==> src/design/linear_classifier_confusion_macros.svh <==
// Assertion macros shared by the classifier RTL
`ifndef LINEAR_CLASSIFIER_CONFUSION_MACROS_SVH
`define LINEAR_CLASSIFIER_CONFUSION_MACROS_SVH

// check cons in the same cycle as ante
`define LCC_ASSERT_NOW(label, ante, cons, msg) \
  label: assert property (@(posedge clk) disable iff (!rst_n) (ante) |-> (cons)) \
    else $error(msg);

// check cons in the cycle after ante
`define LCC_ASSERT_NEXT(label, ante, cons, msg) \
  label: assert property (@(posedge clk) disable iff (!rst_n) (ante) |=> (cons)) \
    else $error(msg);

`endif

==> src/design/lcc_pkg.sv <==
// Shared constants, types and helpers of the linear classifier block
package lcc_pkg;

  localparam int NUM_CLASSES    = 16;
  localparam int NUM_FEATURES   = 1024;
  localparam int FEATURE_WIDTH  = 16;
  localparam int WEIGHT_WIDTH   = 16;
  localparam int COUNT_WIDTH    = 20;
  localparam int SCORE_WIDTH    = 44;
  localparam int FEAT_FRAC_BITS = 8;
  localparam int PROD_WIDTH     = FEATURE_WIDTH + WEIGHT_WIDTH;
  localparam int BIAS_WIDTH     = WEIGHT_WIDTH + FEAT_FRAC_BITS;
  localparam int CLASS_W        = 4;
  localparam int ROW_W          = 11;
  localparam int KIN_W          = 5;
  localparam int WT_ROWS        = NUM_FEATURES + 1;
  localparam int CELL_W         = 2 * CLASS_W;
  localparam int CELLS          = NUM_CLASSES * NUM_CLASSES;
  localparam int FIFO_DEPTH     = 16;
  localparam int FIFO_AW        = $clog2(FIFO_DEPTH);

  localparam logic [KIN_W-1:0]       CLASS_COUNT_RESET = KIN_W'(10);
  localparam logic [COUNT_WIDTH-1:0] COUNT_MAX         = '1;
  localparam logic [ROW_W-1:0]       LAST_POS          = ROW_W'(NUM_FEATURES);

  typedef enum logic [1:0] {
    OP_WRITE_WEIGHT = 2'd0,
    OP_FEATURE      = 2'd1,
    OP_READ_CELL    = 2'd2,
    OP_CLEAR        = 2'd3
  } opcode_t;

  typedef enum logic [1:0] {
    ST_OK        = 2'd0,
    ST_BAD_LABEL = 2'd1,
    ST_OVERFLOW  = 2'd2,
    ST_BAD_INDEX = 2'd3
  } status_t;

  typedef logic signed [SCORE_WIDTH-1:0] score_t;

  typedef struct packed {
    logic [CLASS_W-1:0]     predicted_class;
    logic                   prediction_valid;
    logic                   correct;
    logic [COUNT_WIDTH-1:0] cell_count;
    logic [COUNT_WIDTH-1:0] row_total;
    logic [COUNT_WIDTH-1:0] correct_total;
    logic [COUNT_WIDTH-1:0] sample_total;
    status_t                status;
  } out_item_t;

  // clamp the class count register to the supported range
  function automatic logic [KIN_W-1:0] classes_in_use(input logic [KIN_W-1:0] k);
    logic [KIN_W-1:0] r;
    if (k < KIN_W'(2)) begin
      r = KIN_W'(2);
    end else if (k > KIN_W'(NUM_CLASSES)) begin
      r = KIN_W'(NUM_CLASSES);
    end else begin
      r = k;
    end
    return r;
  endfunction

  // saturating increment
  function automatic logic [COUNT_WIDTH-1:0] bump(input logic [COUNT_WIDTH-1:0] c);
    return (c == COUNT_MAX) ? c : c + COUNT_WIDTH'(1);
  endfunction

endpackage

==> src/design/lcc_argmax.sv <==
// Two-stage registered argmax tree over the class scores, lowest index wins ties
module lcc_argmax import lcc_pkg::*; (
  input  logic               clk,
  input  score_t             scores [NUM_CLASSES],
  input  logic [KIN_W-1:0]   kin,
  output logic [CLASS_W-1:0] pred
);

  localparam int GROUP      = 4;
  localparam int NUM_GROUPS = NUM_CLASSES / GROUP;

  typedef struct packed {
    logic               ok;
    logic [CLASS_W-1:0] idx;
    score_t             score;
  } cand_t;

  // lo has the lower index: take hi only when strictly larger
  function automatic cand_t pick(input cand_t lo, input cand_t hi);
    cand_t r;
    if (hi.ok && (!lo.ok || ($signed(hi.score) > $signed(lo.score)))) begin
      r = hi;
    end else begin
      r = lo;
    end
    return r;
  endfunction

  function automatic cand_t pick4(input cand_t a, input cand_t b, input cand_t c,
                                  input cand_t d);
    return pick(pick(a, b), pick(c, d));
  endfunction

  cand_t lane [NUM_CLASSES];
  cand_t grp_nxt [NUM_GROUPS];
  cand_t grp_r [NUM_GROUPS];
  cand_t best_nxt;
  cand_t best_r;

  always_comb begin
    for (int i = 0; i < NUM_CLASSES; i++) begin
      lane[i].ok    = (KIN_W'(i) < kin);
      lane[i].idx   = CLASS_W'(i);
      lane[i].score = scores[i];
    end
    for (int g = 0; g < NUM_GROUPS; g++) begin
      grp_nxt[g] = pick4(lane[g*GROUP], lane[g*GROUP+1], lane[g*GROUP+2],
                         lane[g*GROUP+3]);
    end
    best_nxt = pick4(grp_r[0], grp_r[1], grp_r[2], grp_r[3]);
  end

  always_ff @(posedge clk) begin
    grp_r  <= grp_nxt;
    best_r <= best_nxt;
  end

  assign pred = best_r.idx;

endmodule

==> config.mk <==
export PLATFORM = sky130hd
export DESIGN_NAME = lcc_argmax
export DESIGN_NICKNAME = d
export VERILOG_FILES = /design/src/design/linear_classifier_confusion_macros.svh /design/src/design/lcc_pkg.sv /design/src/design/lcc_argmax.sv
export SDC_FILE = /design/constraint.sdc
export NUM_CORES = 2
export LEC_CHECK = 0
export BUFFER_PORTS_ARGS = -buffer_cell sky130_fd_sc_hd__buf_2
export CORE_UTILIZATION = 30
export CTS_BUF_LIST = sky130_fd_sc_hd__clkbuf_4 sky130_fd_sc_hd__clkbuf_8
export DETAILED_ROUTE_END_ITERATION = 16
export MAX_ROUTING_LAYER = met4
export RECOVER_POWER = 25
export SKIP_CTS_REPAIR_TIMING = 1
export SYNTH_ARGS = -nofsm -noshare
export SYNTH_HDL_FRONTEND = slang
export SYNTH_SLANG_ARGS = --single-unit
export TNS_END_PERCENT = 10
==> constraint.sdc <==
create_clock -name clk -period 5.14 [get_ports clk]
set_clock_uncertainty 0.2 [all_clocks]
set_input_delay 0.514 -clock clk [delete_from_list [all_inputs] [get_ports clk]]
set_output_delay 0.514 -clock clk [all_outputs]
set_load 0.05 [all_outputs]
==> summary.md <==
| Metric | Value |
|---|---|
| Slew @ Worst Pin | `0.764 ns` |
| RSZ-0062 raised after global routing | `yes` |
| Clk slew on worst S/H paths | `roughly 0.11 ns` |
| Relative slew slack | `0.493` |
| Largest net degree at the start of global routing | `30` |
| WL final | `roughly 120 mm` |
| Post-place setup slack | `-1.01 ns` |
| Critical Path AT | `5.62 ns` |
| CP endpoint kind | `flop` |
| Peak supply drop | `0.230 mV` |
| Crit-path max FO | `20` |
| Yosys synthesis warning count | `0` |
| CTS tree | `built` |
| CP Launch Type | `primary input` |
| Nets@finish | `6405` |
| Crit path kind | `primary input to flop` |
| Core area | `0.0915 mm2` |
| Multi-input gate area | `0.0226 mm2` |
| GRT Resource Usage Total | `0.251` |
| Register Area | `between 0.003 and 0.004 mm2` |
| Top achievable clock speed | `roughly 0.19 GHz` |
| Failing checks | `setup timing` |
| Setup violators final | `140` |
| ANT nets after route | `0` |
| Overflow after GRT | `0` |
| Initial antenna violation count | `20` |
| Starting density of the core | `0.302` |
| Vias | `slightly above 30000` |
| Final HPWL DP | `106 mm` |
| Vias per cell | `4.93` |
| Worst hold path class | `primary input to flop` |
| CTS max path bufs | `2` |
| Final Max Slew Viols | `0` |
| Die Width | `306 um` |
| Num ports | `714` |
| Share of layout cells above drive strength 1 | `0.416` |
| H-tree depth | `4` |
| GP Congestion | `0.972` |
| Outcome | `finished with violations` |
| Netlist cell types | `70` |
| Post-Syn Area | `0.0277 mm2` |
| Clk Latency, worst-skew pair | `between 0.5 and 0.6 ns` |
| Final worst setup slack | `-0.230 ns` |
| Seq/Total Area, Yosys | `0.139` |
| Tcrit/Tclk final | `1.04` |
| First drt pass iteration count | `5` |
| Commonest non-fill, non-tap cells in the layout | `buf_4, buf_2, ha_1, inv_1, mux2i_1` |
| Layout Area Growth over Synthesis | `55.8%` |
| Post-DR wirelength/cell | `19.5 um` |
| Syn nets | `about 4700` |
| Worst EP required | `5.39 ns` |
| Die Ht | `306 um` |
| Clock root buffer | `clkbuf_8` |
| # clock sinks | `roughly 190` |
| Initial DRC Count | `around 1500` |
| Register bit total from synthesis | `192` |
| First-pass GRT wire length | `174 mm` |
| Die Area | `0.0935 mm2` |
| FFs w/ async S/R, synth | `0` |
| DRC Markers | `0` |
| CTS buffer count | `17` |
| EDFF count, synth | `0` |
| Max Cap Violations | `0` |
| Final min period | `5.37 ns` |
| Mapped Avg Cell Area | `8.35 um2` |
| Pwr Total | `12400 uW` |
| Commonest non-fill, non-tap cell in the layout | `buf_4` |
| Synth Instances | `3314` |
| Dominant synthesized flop cell | `dfxtp_1` |
| LEAKAGE | `~0.024 uW` |
| Number of global-route vias before repair | `around 30000` |
| Hold Vio Cnt, Final | `0` |
| FP Rows | `111` |
| Fill count | `just under 9000` |
| PortBufs | `713` |
| Power per Cell Area | `287 mW/mm2` |
[per-layer routing]
layer,GRT usage,part of all wire
met1,0.306,0.44
met2,0.440,0.50
met3,0.0198,0.035
met4,0.0729,0.030
met5,-,0
[area by class of cell]
class,count,share of cell area
tap,1186,0.0344
multi-input combinational,2416,0.525
clock inverter,15,0.00505
antenna,21,0.00122
sequential,192,0.0892
inverter,630,0.0549
clock buffer,17,0.00542
timing repair buffer,1778,0.285
[flip-flops by register name, indices dropped and copies added, names as in the netlist]
signal and flops:
grp_r 188, pred 4
[power breakdown]
group	leakage, uW	switching [uW]	internal [uW]	total, uW
registers	0.00162	590	1980	2570
logic	0.0222	4310	4350	8660
clock network	0.000214	665	464	1130
[worst max-delay path, cell delays in order]
cell       delay (ns)
buf_2            0.11
inv_1            0.05
ha_1             0.30
a21oi_1          0.16
nor2_1           0.06
a211oi_1         0.39
o2111ai_1        0.23
a2111o_1         0.47
nand2_2          0.10
mux2i_4          0.25
buf_12           0.16
clkbuf_16        0.16
mux2i_2          0.27
inv_1            0.07
ha_1             0.31
nor2b_1          0.14
o211ai_1         0.18
a21oi_1          0.10
or4b_1           0.56
a21oi_2          0.18
o21ai_2          0.08
xnor2_2          0.19
o311ai_4         0.17
buf_12           0.20
mux2i_2          0.20
[logic make-up after synthesis]
family,share of synthesized area
compound gates,0.129
xor+xnor,0.000633
fa+ha+maj,0.298
buf+inv,0.107
flops,0.139
mux,0.218
simple gates,0.107
[synthesized netlist by cell type, types with 7 or more instances]
| cell | n | area [um2] |
|---|---|---|
| a21o_1 | 54 | 405 |
| buf_6 | 11 | 124 |
| nand2_1 | 170 | 638 |
| nand3_1 | 60 | 300 |
| o211ai_1 | 28 | 210 |
| clkbuf_1 | 7 | 26.3 |
| ha_1 | 660 | 8260 |
| nand4_1 | 134 | 838 |
| o21a_1 | 13 | 97.6 |
| inv_1 | 630 | 2360 |
| nor2b_1 | 17 | 106 |
| a211oi_1 | 38 | 285 |
| buf_12 | 7 | 140 |
| nor4_1 | 22 | 138 |
| buf_4 | 16 | 120 |
| a221oi_1 | 8 | 70.1 |
| dfxtp_1 | 192 | 3840 |
| a21boi_0 | 7 | 52.6 |
| o21ai_0 | 143 | 716 |
| a21oi_1 | 207 | 1040 |
| buf_2 | 35 | 175 |
| a2111oi_0 | 7 | 61.3 |
| mux2i_1 | 546 | 5470 |
| nand2b_1 | 11 | 68.8 |
| a221o_1 | 11 | 110 |
| nor2_1 | 90 | 338 |
| mux2i_2 | 38 | 523 |
| and4_1 | 15 | 131 |
| nor3_1 | 35 | 175 |
| a31oi_1 | 10 | 62.6 |
[through the flow]
step	setup TNS, ns	hold slack, ns	utilization	instances	cell area [um2]
finish	-13.62	0.164	0.471	6255	43100
global placement	-132.60	0.383	0.438	6137	40100
global route	-44.90	0.154	0.471	6252	43100
detailed placement	-141.41	0.390	0.438	6137	40100
floorplan	-1.56	0.276	-	3314	27800
CTS	-36.88	0.111	0.443	6169	40500
[final timing paths]
path / from / endpoint / cells after the start / slack, ns
worst max-delay path: scores[401] / grp_r[134]$_DFF_P_ / 25 / -0.23
worst min-delay path: kin[0] / grp_r[146]$_DFF_P_ / 3 / 0.16
worst max register to register: grp_r[78]$_DFF_P_ / pred[2]$_DFF_P_ / 21 / -0.06
worst min register to register: grp_r[191]$_DFF_P_ / pred[0]$_DFF_P_ / 2 / 0.40
Power figures use the tool's default switching activity.
