## config.mk

```make
export PLATFORM = sky130hd
export DESIGN_NAME = lcc_fifo
export DESIGN_NICKNAME = d
export VERILOG_FILES = /design/src/design/linear_classifier_confusion_macros.svh /design/src/design/lcc_pkg.sv /design/src/design/lcc_fifo.sv
export SDC_FILE = /design/constraint.sdc
export NUM_CORES = 1
export LEC_CHECK = 0
export CAP_MARGIN = 20
export CORE_ASPECT_RATIO = 1.25
export CORE_MARGIN = 2
export CORE_UTILIZATION = 55
export DETAILED_ROUTE_END_ITERATION = 16
export DONT_BUFFER_PORTS = 1
export HOLD_SLACK_MARGIN = 0.05
export PLACE_DENSITY = 0.77
export SYNTH_ARGS = -nofsm -noshare
export SYNTH_HDL_FRONTEND = slang
export SYNTH_SLANG_ARGS = --single-unit
```

## constraint.sdc

```tcl
create_clock -name clk -period 5.8 [get_ports clk]
set_input_delay 1.16 -clock clk [delete_from_list [all_inputs] [get_ports clk]]
set_output_delay 1.16 -clock clk [all_outputs]
set_load 0.1 [all_outputs]
```

## src/design/linear_classifier_confusion_macros.svh

```systemverilog
// Assertion macros shared by the classifier RTL
`ifndef LINEAR_CLASSIFIER_CONFUSION_MACROS_SVH
`define LINEAR_CLASSIFIER_CONFUSION_MACROS_SVH

// check cons in the same cycle as ante
`define LCC_ASSERT_NOW(label, ante, cons, msg) \
  label: assert property (@(posedge clk) disable iff (!rst_n) (ante) |-> (cons)) \
    else $error(msg);

// check cons in the cycle after ante
`define LCC_ASSERT_NEXT(label, ante, cons, msg) \
  label: assert property (@(posedge clk) disable iff (!rst_n) (ante) |=> (cons)) \
    else $error(msg);

`endif

```

## src/design/lcc_pkg.sv

```systemverilog
// Shared constants, types and helpers of the linear classifier block
package lcc_pkg;

  localparam int NUM_CLASSES    = 16;
  localparam int NUM_FEATURES   = 1024;
  localparam int FEATURE_WIDTH  = 16;
  localparam int WEIGHT_WIDTH   = 16;
  localparam int COUNT_WIDTH    = 20;
  localparam int SCORE_WIDTH    = 44;
  localparam int FEAT_FRAC_BITS = 8;
  localparam int PROD_WIDTH     = FEATURE_WIDTH + WEIGHT_WIDTH;
  localparam int BIAS_WIDTH     = WEIGHT_WIDTH + FEAT_FRAC_BITS;
  localparam int CLASS_W        = 4;
  localparam int ROW_W          = 11;
  localparam int KIN_W          = 5;
  localparam int WT_ROWS        = NUM_FEATURES + 1;
  localparam int CELL_W         = 2 * CLASS_W;
  localparam int CELLS          = NUM_CLASSES * NUM_CLASSES;
  localparam int FIFO_DEPTH     = 16;
  localparam int FIFO_AW        = $clog2(FIFO_DEPTH);

  localparam logic [KIN_W-1:0]       CLASS_COUNT_RESET = KIN_W'(10);
  localparam logic [COUNT_WIDTH-1:0] COUNT_MAX         = '1;
  localparam logic [ROW_W-1:0]       LAST_POS          = ROW_W'(NUM_FEATURES);

  typedef enum logic [1:0] {
    OP_WRITE_WEIGHT = 2'd0,
    OP_FEATURE      = 2'd1,
    OP_READ_CELL    = 2'd2,
    OP_CLEAR        = 2'd3
  } opcode_t;

  typedef enum logic [1:0] {
    ST_OK        = 2'd0,
    ST_BAD_LABEL = 2'd1,
    ST_OVERFLOW  = 2'd2,
    ST_BAD_INDEX = 2'd3
  } status_t;

  typedef logic signed [SCORE_WIDTH-1:0] score_t;

  typedef struct packed {
    logic [CLASS_W-1:0]     predicted_class;
    logic                   prediction_valid;
    logic                   correct;
    logic [COUNT_WIDTH-1:0] cell_count;
    logic [COUNT_WIDTH-1:0] row_total;
    logic [COUNT_WIDTH-1:0] correct_total;
    logic [COUNT_WIDTH-1:0] sample_total;
    status_t                status;
  } out_item_t;

  // clamp the class count register to the supported range
  function automatic logic [KIN_W-1:0] classes_in_use(input logic [KIN_W-1:0] k);
    logic [KIN_W-1:0] r;
    if (k < KIN_W'(2)) begin
      r = KIN_W'(2);
    end else if (k > KIN_W'(NUM_CLASSES)) begin
      r = KIN_W'(NUM_CLASSES);
    end else begin
      r = k;
    end
    return r;
  endfunction

  // saturating increment
  function automatic logic [COUNT_WIDTH-1:0] bump(input logic [COUNT_WIDTH-1:0] c);
    return (c == COUNT_MAX) ? c : c + COUNT_WIDTH'(1);
  endfunction

endpackage

```

## src/design/lcc_fifo.sv

```systemverilog
// Result queue between the count stage and the result channel
module lcc_fifo import lcc_pkg::*; (
  input  logic      clk,
  input  logic      rst_n,
  input  logic      push,
  input  out_item_t din,
  input  logic      pop,
  output logic      not_empty,
  output out_item_t dout
);

  out_item_t          mem [FIFO_DEPTH];
  logic [FIFO_AW-1:0] wr_ptr_r;
  logic [FIFO_AW-1:0] rd_ptr_r;
  logic [FIFO_AW:0]   count_r;
  logic [FIFO_AW:0]   count_nxt;

  always_comb begin
    count_nxt = count_r;
    if (push && !pop) begin
      count_nxt = count_r + (FIFO_AW+1)'(1);
    end else if (!push && pop) begin
      count_nxt = count_r - (FIFO_AW+1)'(1);
    end
  end

  always_ff @(posedge clk) begin
    if (!rst_n) begin
      wr_ptr_r <= '0;
      rd_ptr_r <= '0;
      count_r  <= '0;
    end else begin
      if (push) begin
        wr_ptr_r <= wr_ptr_r + FIFO_AW'(1);
      end
      if (pop) begin
        rd_ptr_r <= rd_ptr_r + FIFO_AW'(1);
      end
      count_r <= count_nxt;
    end
  end

  always_ff @(posedge clk) begin
    if (push) begin
      mem[wr_ptr_r] <= din;
    end
  end

  assign not_empty = (count_r != '0);
  assign dout      = mem[rd_ptr_r];

endmodule

```

==> results of run 1 <==
[critical path: cells and delay by family (launching register included)]
family	cells	cell delay, ns
simple gates	1	0.62
buf+inv	1	0.62
compound gates	1	0.24
flops	1	0.98
mux	1	0.41
[sequential cells by signal (all words and copies together) (netlist names), named ones only]
register,count
count_r,5
mem,1408
rd_ptr_r,4
wr_ptr_r,4
[final cells by class]
type                            instances  area, um2
Sequential cell                      1425      42600
Fill cell                            6183      36700
Multi-Input combinational cell        697      10200
Clock buffer                          160       3470
Tap cell                             1290       1610
Timing Repair Buffer                   53        748
Clock inverter                         80        721
Inverter                                4       15.0
[path summary, 6_finish.rpt]
path,startpoint,end,cells past startpoint
setup / recovery,flip-flop,dout[61],4
hold / removal,count_r[4]$_SDFFE_PN0P_,count_r[4]$_SDFFE_PN0P_,2
setup reg to reg,wr_ptr_r[2]$_SDFFE_PN0P_,mem[4][48]$_DFFE_PP_,4
hold reg to reg,count_r[4]$_SDFFE_PN0P_,count_r[4]$_SDFFE_PN0P_,2
[kinds of logic (layout without fill, tap and decap cells)]
logic type | after synthesis | in the layout
compound gates | 182 | 182
xor+xnor | 8 | 8
fa+ha+maj | 10 | 10
buf+inv | 124 | 297
flops | 1425 | 1425
mux | 356 | 356
simple gates | 141 | 141
[layout by cell type (no fill, tap or decap), drive strengths merged]
cell type,Yosys,layout
edfxtp,1408,1408
mux4,352,352
a22oi,176,176
clkbuf,48,160
nand2,94,94
clkinv,0,56
buf,72,53
and2,26,26
dfxtp,17,17
inv,4,13
bufinv,0,10
ha,9,9
xnor2,6,6
clkinvlp,0,5
nor2b,5,5
mux2i,4,4
nor2,4,4
nand3,3,3
xor2,2,2
a21oi,2,2
nand4,2,2
and3b,1,1
and3,1,1
nor3b,1,1
nor3,1,1
a21o,1,1
or4b,1,1
nand4b,1,1
o21ai,1,1
nand2b,1,1
a211oi,1,1
a31oi,1,1
fa,1,1
[power breakdown]
part           switching, mW  total, mW  leakage (nW)  internal (mW)
Combinational           1.39       1.95          3.36          0.559
Sequential            0.0743       11.5          12.9           11.5
Clock                   3.67       8.42          2.05           4.74
Total                   5.14       21.9          18.3           16.8
[stage by stage]
step                utilization  power [mW]
floorplan                     -        13.4
global placement          0.574        13.7
detailed placement        0.574        13.7
CTS                       0.618        22.1
global route              0.618        22.5
finish                    0.618        21.9
[layer usage]
layer	routed length, um	share of wire	GRT usage
met5	0	0	0
met4	3630	0.030	0.0847
met3	12300	0.10	0.0641
met2	61700	0.51	0.408
met1	42400	0.35	0.320
==> out/metrics.yaml, run 1 <==
synthesis:
  synth.avg_cell_area_um2: 23.8
  seq_area_frac_synth: 0.798
  syn_inst: 2246
  synthTopCellsByCount: "edfxtp_1, mux4_2, a22oi_1"
  ys_ff_latch: 1425
  synthAdderAreaFrac: 0.00248
  ys_types: 33
  synthTopCellsByArea: "edfxtp_1, mux4_2, a22oi_1"
  yosysWarnings: 0
  synth_compound_area_frac: 0.0254
  synth_edf_count: 1408
  synth-main-ff-cell: "edfxtp_1"
  ys_async_sr_fraction: 0
  synth.largest_area_cell: "edfxtp_1"
  yosys.cell_count.top_type: "edfxtp_1"
  syn-num-nets: 2348
  muxShareOfSynthArea: 0.149
  synth_top_family_by_area: "multiplexers"
  yosys.area.top_type_share: 0.791
  synth_xor_area_frac: 0.00131
  syn-cell-area_mm2: 0.0534
  synthSimpleGateAreaFrac: 0.0120
route:
  routed_via_density: 6.56
  wirelength_mm: 120
  drt_first_pass_iters: 5
  drt_iter0_markers: 2929
  ant_nets: 0
  route.detailed.drc: 0
  vias: 24300
  post_drt_wl_per_cell_um: 32.4
setup_path:
  r2r_setup_slack_ns: 3.24
  worstPathRequired_ns: 4.64
  end_kind: "output port"
  critPathMaxFanout: 56
  cp.arrival_ns: 3.70
  crit_type: "reg -> out"
  cp-start-kind: "flip-flop"
  critPathSlowestCell: "dfxtp_4"
  max_stage_delay_ns: 0.98
  path_cells: "buf_4 -> mux4_2 -> a22oi_1 -> nand2_1"
sta:
  tightest_slew_ns: 1.16
  hold_viol: 0
  min_period_ns: 4.86
  holdWs_ns: 0.489
  timing.fmax_mhz: 206
  layout_setup_ws_ns: 0.939
  rsz0062_at_grt: "false"
  slew_headroom: 0.228
  setup-violations-final: 0
  finalSetupTns_ns: 0
  drv_slew: 0
  period_share: 0.838
  clock_skew_ns: 0.0220
power:
  power_density_mw_per_mm2: 369
  leakage_nw: 18.3
  irDropWorstVdd_mv: 0.282
layout:
  instances_no_fill: 3709
  diodes: 0
  design_area_mm2: 0.0594
  syn2layout_area_growth_pct: 11.2
  final_layout_size_suffix_gt1_frac: 0.255
  fin_nets: 2416
floorplanning:
  coreArea_mm2: 0.0961
  rows: 127
  io-pin-count: 181
  die_y_um: 352
  fp.dieW_um: 283
  start_util: 0.556
  die_area_mm2: 0.0997
place:
  gp_congestion: 0.710
  hpwlAfterDp_mm: 58.8
  portBuffers: 0
  place_inst: 3468
  pre_cts_slack_ns: 1.71
  placed_area_mm2: 0.0552
clocking:
  post-cts-setup-buffer-count: 0
  cts_hold_buf: 0
  cts_buffer_depth: 3
  clk_pin_slew_ns: 0.06
  cts_tree: "done"
  clock_sinks: 1425
  cts_max_level: 4
  clk_latency_ns: 0.73
  post_cts_resize_count: 0
  ctsRootBufferMaster: "clkbuf_16"
  numCtsBuffers: 133
flow_run:
  drv_cap: 0
hold_path:
  hold_path.class: "reg -> reg"
global_routing:
  grt_pass1_vias: 25700
  grt.total_usage: 0.247
  antenna_found_initial: 0
  grt_pass1_wl_mm: 174
  grt_overflow: 0
  grt_max_degree: 70
outcome:
  status: "completed"
(Power assumes the default switching activity.)
==> run 2, diff against run 1 <==
--- a/config.mk
+++ b/config.mk
@@ -12,7 +12,7 @@
 export DETAILED_ROUTE_END_ITERATION = 16
 export DONT_BUFFER_PORTS = 1
 export HOLD_SLACK_MARGIN = 0.05
-export PLACE_DENSITY = 0.77
+export PLACE_DENSITY = 0.8
 export SYNTH_ARGS = -nofsm -noshare
 export SYNTH_HDL_FRONTEND = slang
 export SYNTH_SLANG_ARGS = --single-unit
==> constraint.sdc (replaced) <==
create_clock -name clk -period 4.1 [get_ports clk]
set_input_delay 0.82 -clock clk [delete_from_list [all_inputs] [get_ports clk]]
set_output_delay 0.82 -clock clk [all_outputs]
set_load 0.1 [all_outputs]
==> run 2 against run 1 <==
Net effect: combinational power increased by 61%; clock power up 46%; cell area up 2.3%; critical path depth rose by 1; critical endpoint is now dout[48]; register-to-register slack worse by 1.5 ns; highest routed layer is now met5; largest cell class unchanged; global-route usage rose by 0.79 points; total power grew 45%; clock-buffer cell count up 1; worst setup slack got worse by 0.77 ns.
==> out/metrics.yaml, run 2 (synthesized netlist as in run 1, its figures left out) <==
floorplanning:
  fp.dieW_um: 283  # unchanged
  start_util: 0.556  # unchanged
  coreArea_mm2: 0.0961  # unchanged
  io-pin-count: 181  # unchanged
  rows: 127  # unchanged
  die_area_mm2: 0.0997  # unchanged
  die_y_um: 352  # unchanged
layout:
  layout_commonest_cell: "edfxtp_1"  # unchanged
  syn2layout_area_growth_pct: 13.8  # was 11.2%
  fin_nets: 2532  # was 2416
  final_layout_size_suffix_gt1_frac: 0.291  # was 0.255
  layout_common_cells: "edfxtp_1, mux4_2, a22oi_1"  # unchanged
  regMostFlops: "mem"  # unchanged
  fillers: 5995  # was 6183
  largest_register_ffs: 1408  # unchanged
  largestRegisters: "mem: 1408 flops, count_r: 5 flops"  # unchanged
sta:
  layout_setup_ws_ns: 0.170  # was 0.939 ns
  slew_headroom: 0.361  # was 0.228
  drv_slew: 0  # unchanged
  min_period_ns: 3.93
  finalSetupTns_ns: 0  # unchanged
  setup-violations-final: 0  # unchanged
  rsz0062_at_grt: "false"  # unchanged
  tightest_slew_ns: 0.959  # was 1.16 ns
  timing.fmax_mhz: 254
  period_share: 0.959
  clock_skew_ns: 0.0274  # was 0.0220 ns
  hold_viol: 0  # unchanged
clocking:
  cts_max_level: 4  # unchanged
  clk_latency_ns: 0.75  # was 0.73 ns
  numCtsBuffers: 132  # was 133
  cts_hold_buf: 0  # unchanged
  post-cts-setup-buffer-count: 0  # unchanged
  ctsRootBufferMaster: "clkbuf_16"  # unchanged
  cts_tree: "done"  # unchanged
  cts_buffer_depth: 3  # unchanged
  post_cts_resize_count: 0  # unchanged
  clk_pin_slew_ns: 0.07  # was 0.06 ns
  clock_sinks: 1425  # unchanged
global_routing:
  grt_pass1_wl_mm: 180  # was 174 mm
  antenna_found_initial: 2  # was 0
  grt_overflow: 0  # unchanged
  grt_pass1_vias: 26600  # was 25700
  grt.total_usage: 0.255  # was 0.247
  grt_max_degree: 89  # was 70
route:
  ant_nets: 0  # unchanged
  vias: 25000  # was 24300
  post_drt_wl_per_cell_um: 32.5  # was 32.4 um
  route.detailed.drc: 0  # unchanged
  routed_via_density: 6.55  # was 6.56
  drt_first_pass_iters: 5  # unchanged
  wirelength_mm: 124  # was 120 mm
  drt_iter0_markers: 2916  # was 2929
place:
  portBuffers: 0  # unchanged
  pre_cts_slack_ns: 0.934  # was 1.71 ns
  hpwlAfterDp_mm: 62.3  # was 58.8 mm
  gp_congestion: 0.735  # was 0.710
hold_path:
  hold_path.class: "in -> reg"  # was reg -> reg
setup_path:
  end_kind: "output port"  # unchanged
  cp-start-kind: "flip-flop"  # unchanged
  cp.arrival_ns: 3.11  # was 3.70 ns
  critPathMaxFanout: 24  # was 56
  crit_type: "reg -> out"  # unchanged
  worstPathRequired_ns: 3.28  # was 4.64 ns
power:
  power_density_mw_per_mm2: 522  # was 369 mW/mm2
  irDropWorstVdd_mv: 0.372  # was 0.282 mV
  leakage_nw: 19.0  # was 18.3 nW
flow_run:
  drv_cap: 0  # unchanged
outcome:
  status: "completed"  # unchanged
[run 2: cell types whose count changed in the layout (fill, tap and decap cells not counted), sizes merged]
| cell | before | now |
|---|---|---|
| buf | 53 | 170 |
| clkinv | 56 | 47 |
| bufinv | 10 | 15 |
| clkbuf | 160 | 161 |
| clkinvlp | 5 | 4 |
| diode | 0 | 1 |
| inv | 13 | 12 |
[run 2: path summary, 6_finish.rpt]
path / depth (start not counted) / end / startpoint / slack, ns
worst min register to register: 2 / count_r[4]$_SDFFE_PN0P_ / count_r[4]$_SDFFE_PN0P_ / 0.50
worst max register to register: 3 / mem[3][59]$_DFFE_PP_ / wr_ptr_r[2]$_SDFFE_PN0P_ / 1.76
worst max-delay path: 5 / dout[48] / flip-flop / 0.17
worst min-delay path: 0 / mem[2][0]$_DFFE_PP_ / din[0] / 0.16
[run 2: layout make-up]
| type | count | area (um2) | share of cell area |
|---|---|---|---|
| antenna | 1 | 2.50 | 0.0000411 |
| clock buffer | 161 | 3500 | 0.0575 |
| clock inverter | 74 | 850 | 0.0140 |
| inverter | 4 | 15.0 | 0.000247 |
| multi-input combinational | 697 | 10200 | 0.168 |
| sequential | 1425 | 42600 | 0.701 |
| tap | 1290 | 1610 | 0.0265 |
| timing repair buffer | 170 | 1990 | 0.0327 |
[run 2: where the power goes]
group | switching (mW) | total (mW) | internal, mW
Combinational | 2.07 | 3.14 | 1.07
Sequential | 0.0878 | 16.3 | 16.2
Clock | 5.26 | 12.3 | 7.07
Total | 7.42 | 31.8 | 24.3
[run 2: layer usage]
layer	track usage	wire length (um)	up-vias	part of all wire
met2	0.417	62900	1464	0.51
met5	0	13	-	0.00010
li1	-	-	10000	-
met3	0.0644	13200	265	0.11
met1	0.332	43800	13300	0.35
met4	0.0945	4240	2	0.034
[run 2: stage by stage]
| step | hold slack (ns) | cell area (um2) | total power [mW] | cells | utilization |
|---|---|---|---|---|---|
| global route | 0.129 | 60800 | 32.5 | 3821 | 0.633 |
| detailed placement | 0.491 | 56500 | 19.7 | 3586 | 0.588 |
| floorplan | 0.446 | 53400 | 19.0 | 2246 | - |
| CTS | 0.118 | 60800 | 31.9 | 3821 | 0.633 |
| finish | 0.159 | 60800 | 31.8 | 3822 | 0.633 |
| global placement | 0.456 | 56500 | 19.7 | 3586 | 0.588 |
[run 2: worst max-delay path: stages (launching register included)]
cell     delay, ns
dfxtp_4       0.54
buf_4         0.49
mux4_2        0.57
a22oi_1       0.28
nand2_1       0.20
buf_4         0.28
==> run 3, diff against run 2 <==
--- a/config.mk
+++ b/config.mk
@@ -13,6 +13,7 @@
 export DONT_BUFFER_PORTS = 1
 export HOLD_SLACK_MARGIN = 0.05
 export PLACE_DENSITY = 0.8
+export RECOVER_POWER = 50
 export SYNTH_ARGS = -nofsm -noshare
 export SYNTH_HDL_FRONTEND = slang
 export SYNTH_SLANG_ARGS = --single-unit
==> run 3 against run 2 <==
Net effect: combinational power about the same; clock-buffer cell count unchanged; maximum frequency increased by 0.80%; highest routed layer unchanged; worst setup slack improved by 0.031 ns; critical path type unchanged; the flow now finishes with violations (capacitance limit, slew limit); flip-flop and latch count unchanged; clock skew decreased by 0.0011 ns; critical endpoint unchanged; routed wire length about the same.
==> out/metrics.yaml, run 3 (synthesized netlist as in run 1, its figures left out) <==
outcome:
  status: "finished, violations left"  # was completed
  failed_checks: "capacitance limit, slew limit"
global_routing:
  met1_usage: 0.332  # unchanged
  use_met2: 0.417  # unchanged
  grt.total_usage: 0.255  # unchanged
  antenna_found_initial: 2  # unchanged
  grt_pass1_wl_mm: 180  # unchanged
  grt_use_met3: 0.0644  # unchanged
  grt_overflow: 0  # unchanged
  grt_max_degree: 89  # unchanged
  top_usage_layer: "met2"  # unchanged
  grt_pass1_vias: 26600  # unchanged
setup_path:
  worstPathRequired_ns: 3.28  # about the same
  critPathSlowestCell: "mux4_2"  # unchanged
  path_cells: "buf_4 -> mux4_2 -> a22oi_1 -> nand2_1 -> buf_4"  # unchanged
  end_kind: "output port"  # unchanged
  cp-start-kind: "flip-flop"  # unchanged
  cp.arrival_ns: 3.08  # was 3.11 ns
  critPathMaxFanout: 24  # unchanged
  cp_common_cell: "buf_4"  # unchanged
  crit_family: "buffers and inverters"  # unchanged
  max_stage_delay_ns: 0.57  # about the same
  worst-path-buf-inv: 2  # unchanged
  crit_type: "reg -> out"  # unchanged
floorplanning:
  io-pin-count: 181  # unchanged
  rows: 127  # unchanged
  die_area_mm2: 0.0997  # unchanged
  start_util: 0.556  # unchanged
  fp.dieW_um: 283  # unchanged
  coreArea_mm2: 0.0961  # unchanged
  die_y_um: 352  # unchanged
sta:
  period_share: 0.951  # was 0.959
  setup-violations-final: 0  # unchanged
  tightest_slew_ns: 2.64  # was 0.959 ns
  clock_skew_ns: 0.0263  # was 0.0274 ns
  finalSetupTns_ns: 0  # unchanged
  drv_slew: 40  # was 0
  min_period_ns: 3.90  # was 3.93 ns
  layout_setup_ws_ns: 0.201  # was 0.170 ns
  rsz0062_at_grt: "false"  # unchanged
  slew_headroom: -0.759  # was 0.361
  timing.fmax_mhz: 256  # was 254 MHz
  hold_viol: 0  # unchanged
layout:
  multi_input_comb_area_mm2: 0.0102  # about the same
  syn2layout_area_growth_pct: 13.8  # about the same
  layout_commonest_cell: "edfxtp_1"  # unchanged
  final_layout_size_suffix_gt1_frac: 0.289  # was 0.291
  layout_common_cells: "edfxtp_1, mux4_2, a22oi_1"  # unchanged
  largestRegisters: "mem: 1408 flops, count_r: 5 flops"  # unchanged
  design_area_mm2: 0.0608  # about the same
  largest_register_ffs: 1408  # unchanged
  instances_no_fill: 3822  # unchanged
  fin_nets: 2532  # unchanged
  regMostFlops: "mem"  # unchanged
  seq_area_mm2: 0.0426  # unchanged
  fillers: 5999  # was 5995
clocking:
  cts_tree: "done"  # unchanged
  cts_hold_buf: 0  # unchanged
  clock_sinks: 1425  # unchanged
  cts_buffer_depth: 3  # unchanged
  post-cts-setup-buffer-count: 0  # unchanged
  ctsRootBufferMaster: "clkbuf_16"  # unchanged
  numCtsBuffers: 132  # unchanged
  cts_max_level: 4  # unchanged
  clk_pin_slew_ns: 0.07  # about the same
  clk_latency_ns: 0.75  # about the same
  post_cts_resize_count: 0  # unchanged
route:
  post_drt_wl_per_cell_um: 32.5  # about the same
  route.detailed.drc: 0  # unchanged
  drt_iter0_markers: 2809  # was 2916
  routed_via_density: 6.56  # was 6.55
  wirelength_mm: 124  # about the same
  vias: 25100  # was 25000
  drt_first_pass_iters: 5  # unchanged
  ant_nets: 0  # unchanged
hold_path:
  hold_path.class: "in -> reg"  # unchanged
place:
  portBuffers: 0  # unchanged
  hpwlAfterDp_mm: 62.3  # unchanged
  gp_congestion: 0.735  # unchanged
  pre_cts_slack_ns: 0.934  # unchanged
  place_inst: 3586  # unchanged
  placed_area_mm2: 0.0565  # unchanged
power:
  irDropWorstVdd_mv: 0.372  # about the same
  leakage_nw: 19.0  # about the same
  total_power_mw: 31.8  # about the same
  power_density_mw_per_mm2: 522  # about the same
flow_run:
  drv_cap: 2  # was 0
-- run 3: final cells by class --
type,count,share of cell area
multi-input combinational,697,0.168
tap,1290,0.0265
clock inverter,74,0.0140
antenna,1,0.0000411
sequential,1425,0.701
inverter,4,0.000247
clock buffer,161,0.0575
timing repair buffer,170,0.0327
-- run 3: report_power, final --
group	switching, mW	internal [mW]
combinational	2.07	1.07
sequential	0.0880	16.2
clock	5.26	7.07
-- run 3: per-layer routing --
| layer | vias up | routed length [um] |
|---|---|---|
| met5 | - | 13 |
| met4 | 2 | 4160 |
| met3 | 276 | 13100 |
| met2 | 1505 | 63100 |
| met1 | 13300 | 43800 |
| li1 | 10000 | - |
-- run 3: worst paths after layout --
kind	startpoint	to	slack (ns)	cells past startpoint
setup / recovery	flip-flop	dout[48]	0.20	5
hold reg to reg	count_r[4]$_SDFFE_PN0P_	count_r[4]$_SDFFE_PN0P_	0.50	2
hold / removal	din[0]	mem[2][0]$_DFFE_PP_	0.16	0
setup reg to reg	wr_ptr_r[2]$_SDFFE_PN0P_	mem[14][84]$_DFFE_PP_	0.45	3
-- run 3: stage by stage --
| step | util | hold WS, ns |
|---|---|---|
| 6_report | 0.633 | 0.159 |
| 5_1_grt | 0.633 | 0.129 |
| 4_1_cts | 0.633 | 0.118 |
| 3_5_place_dp | 0.588 | 0.491 |
| 3_3_place_gp | 0.588 | 0.456 |
| 2_1_floorplan | - | 0.446 |
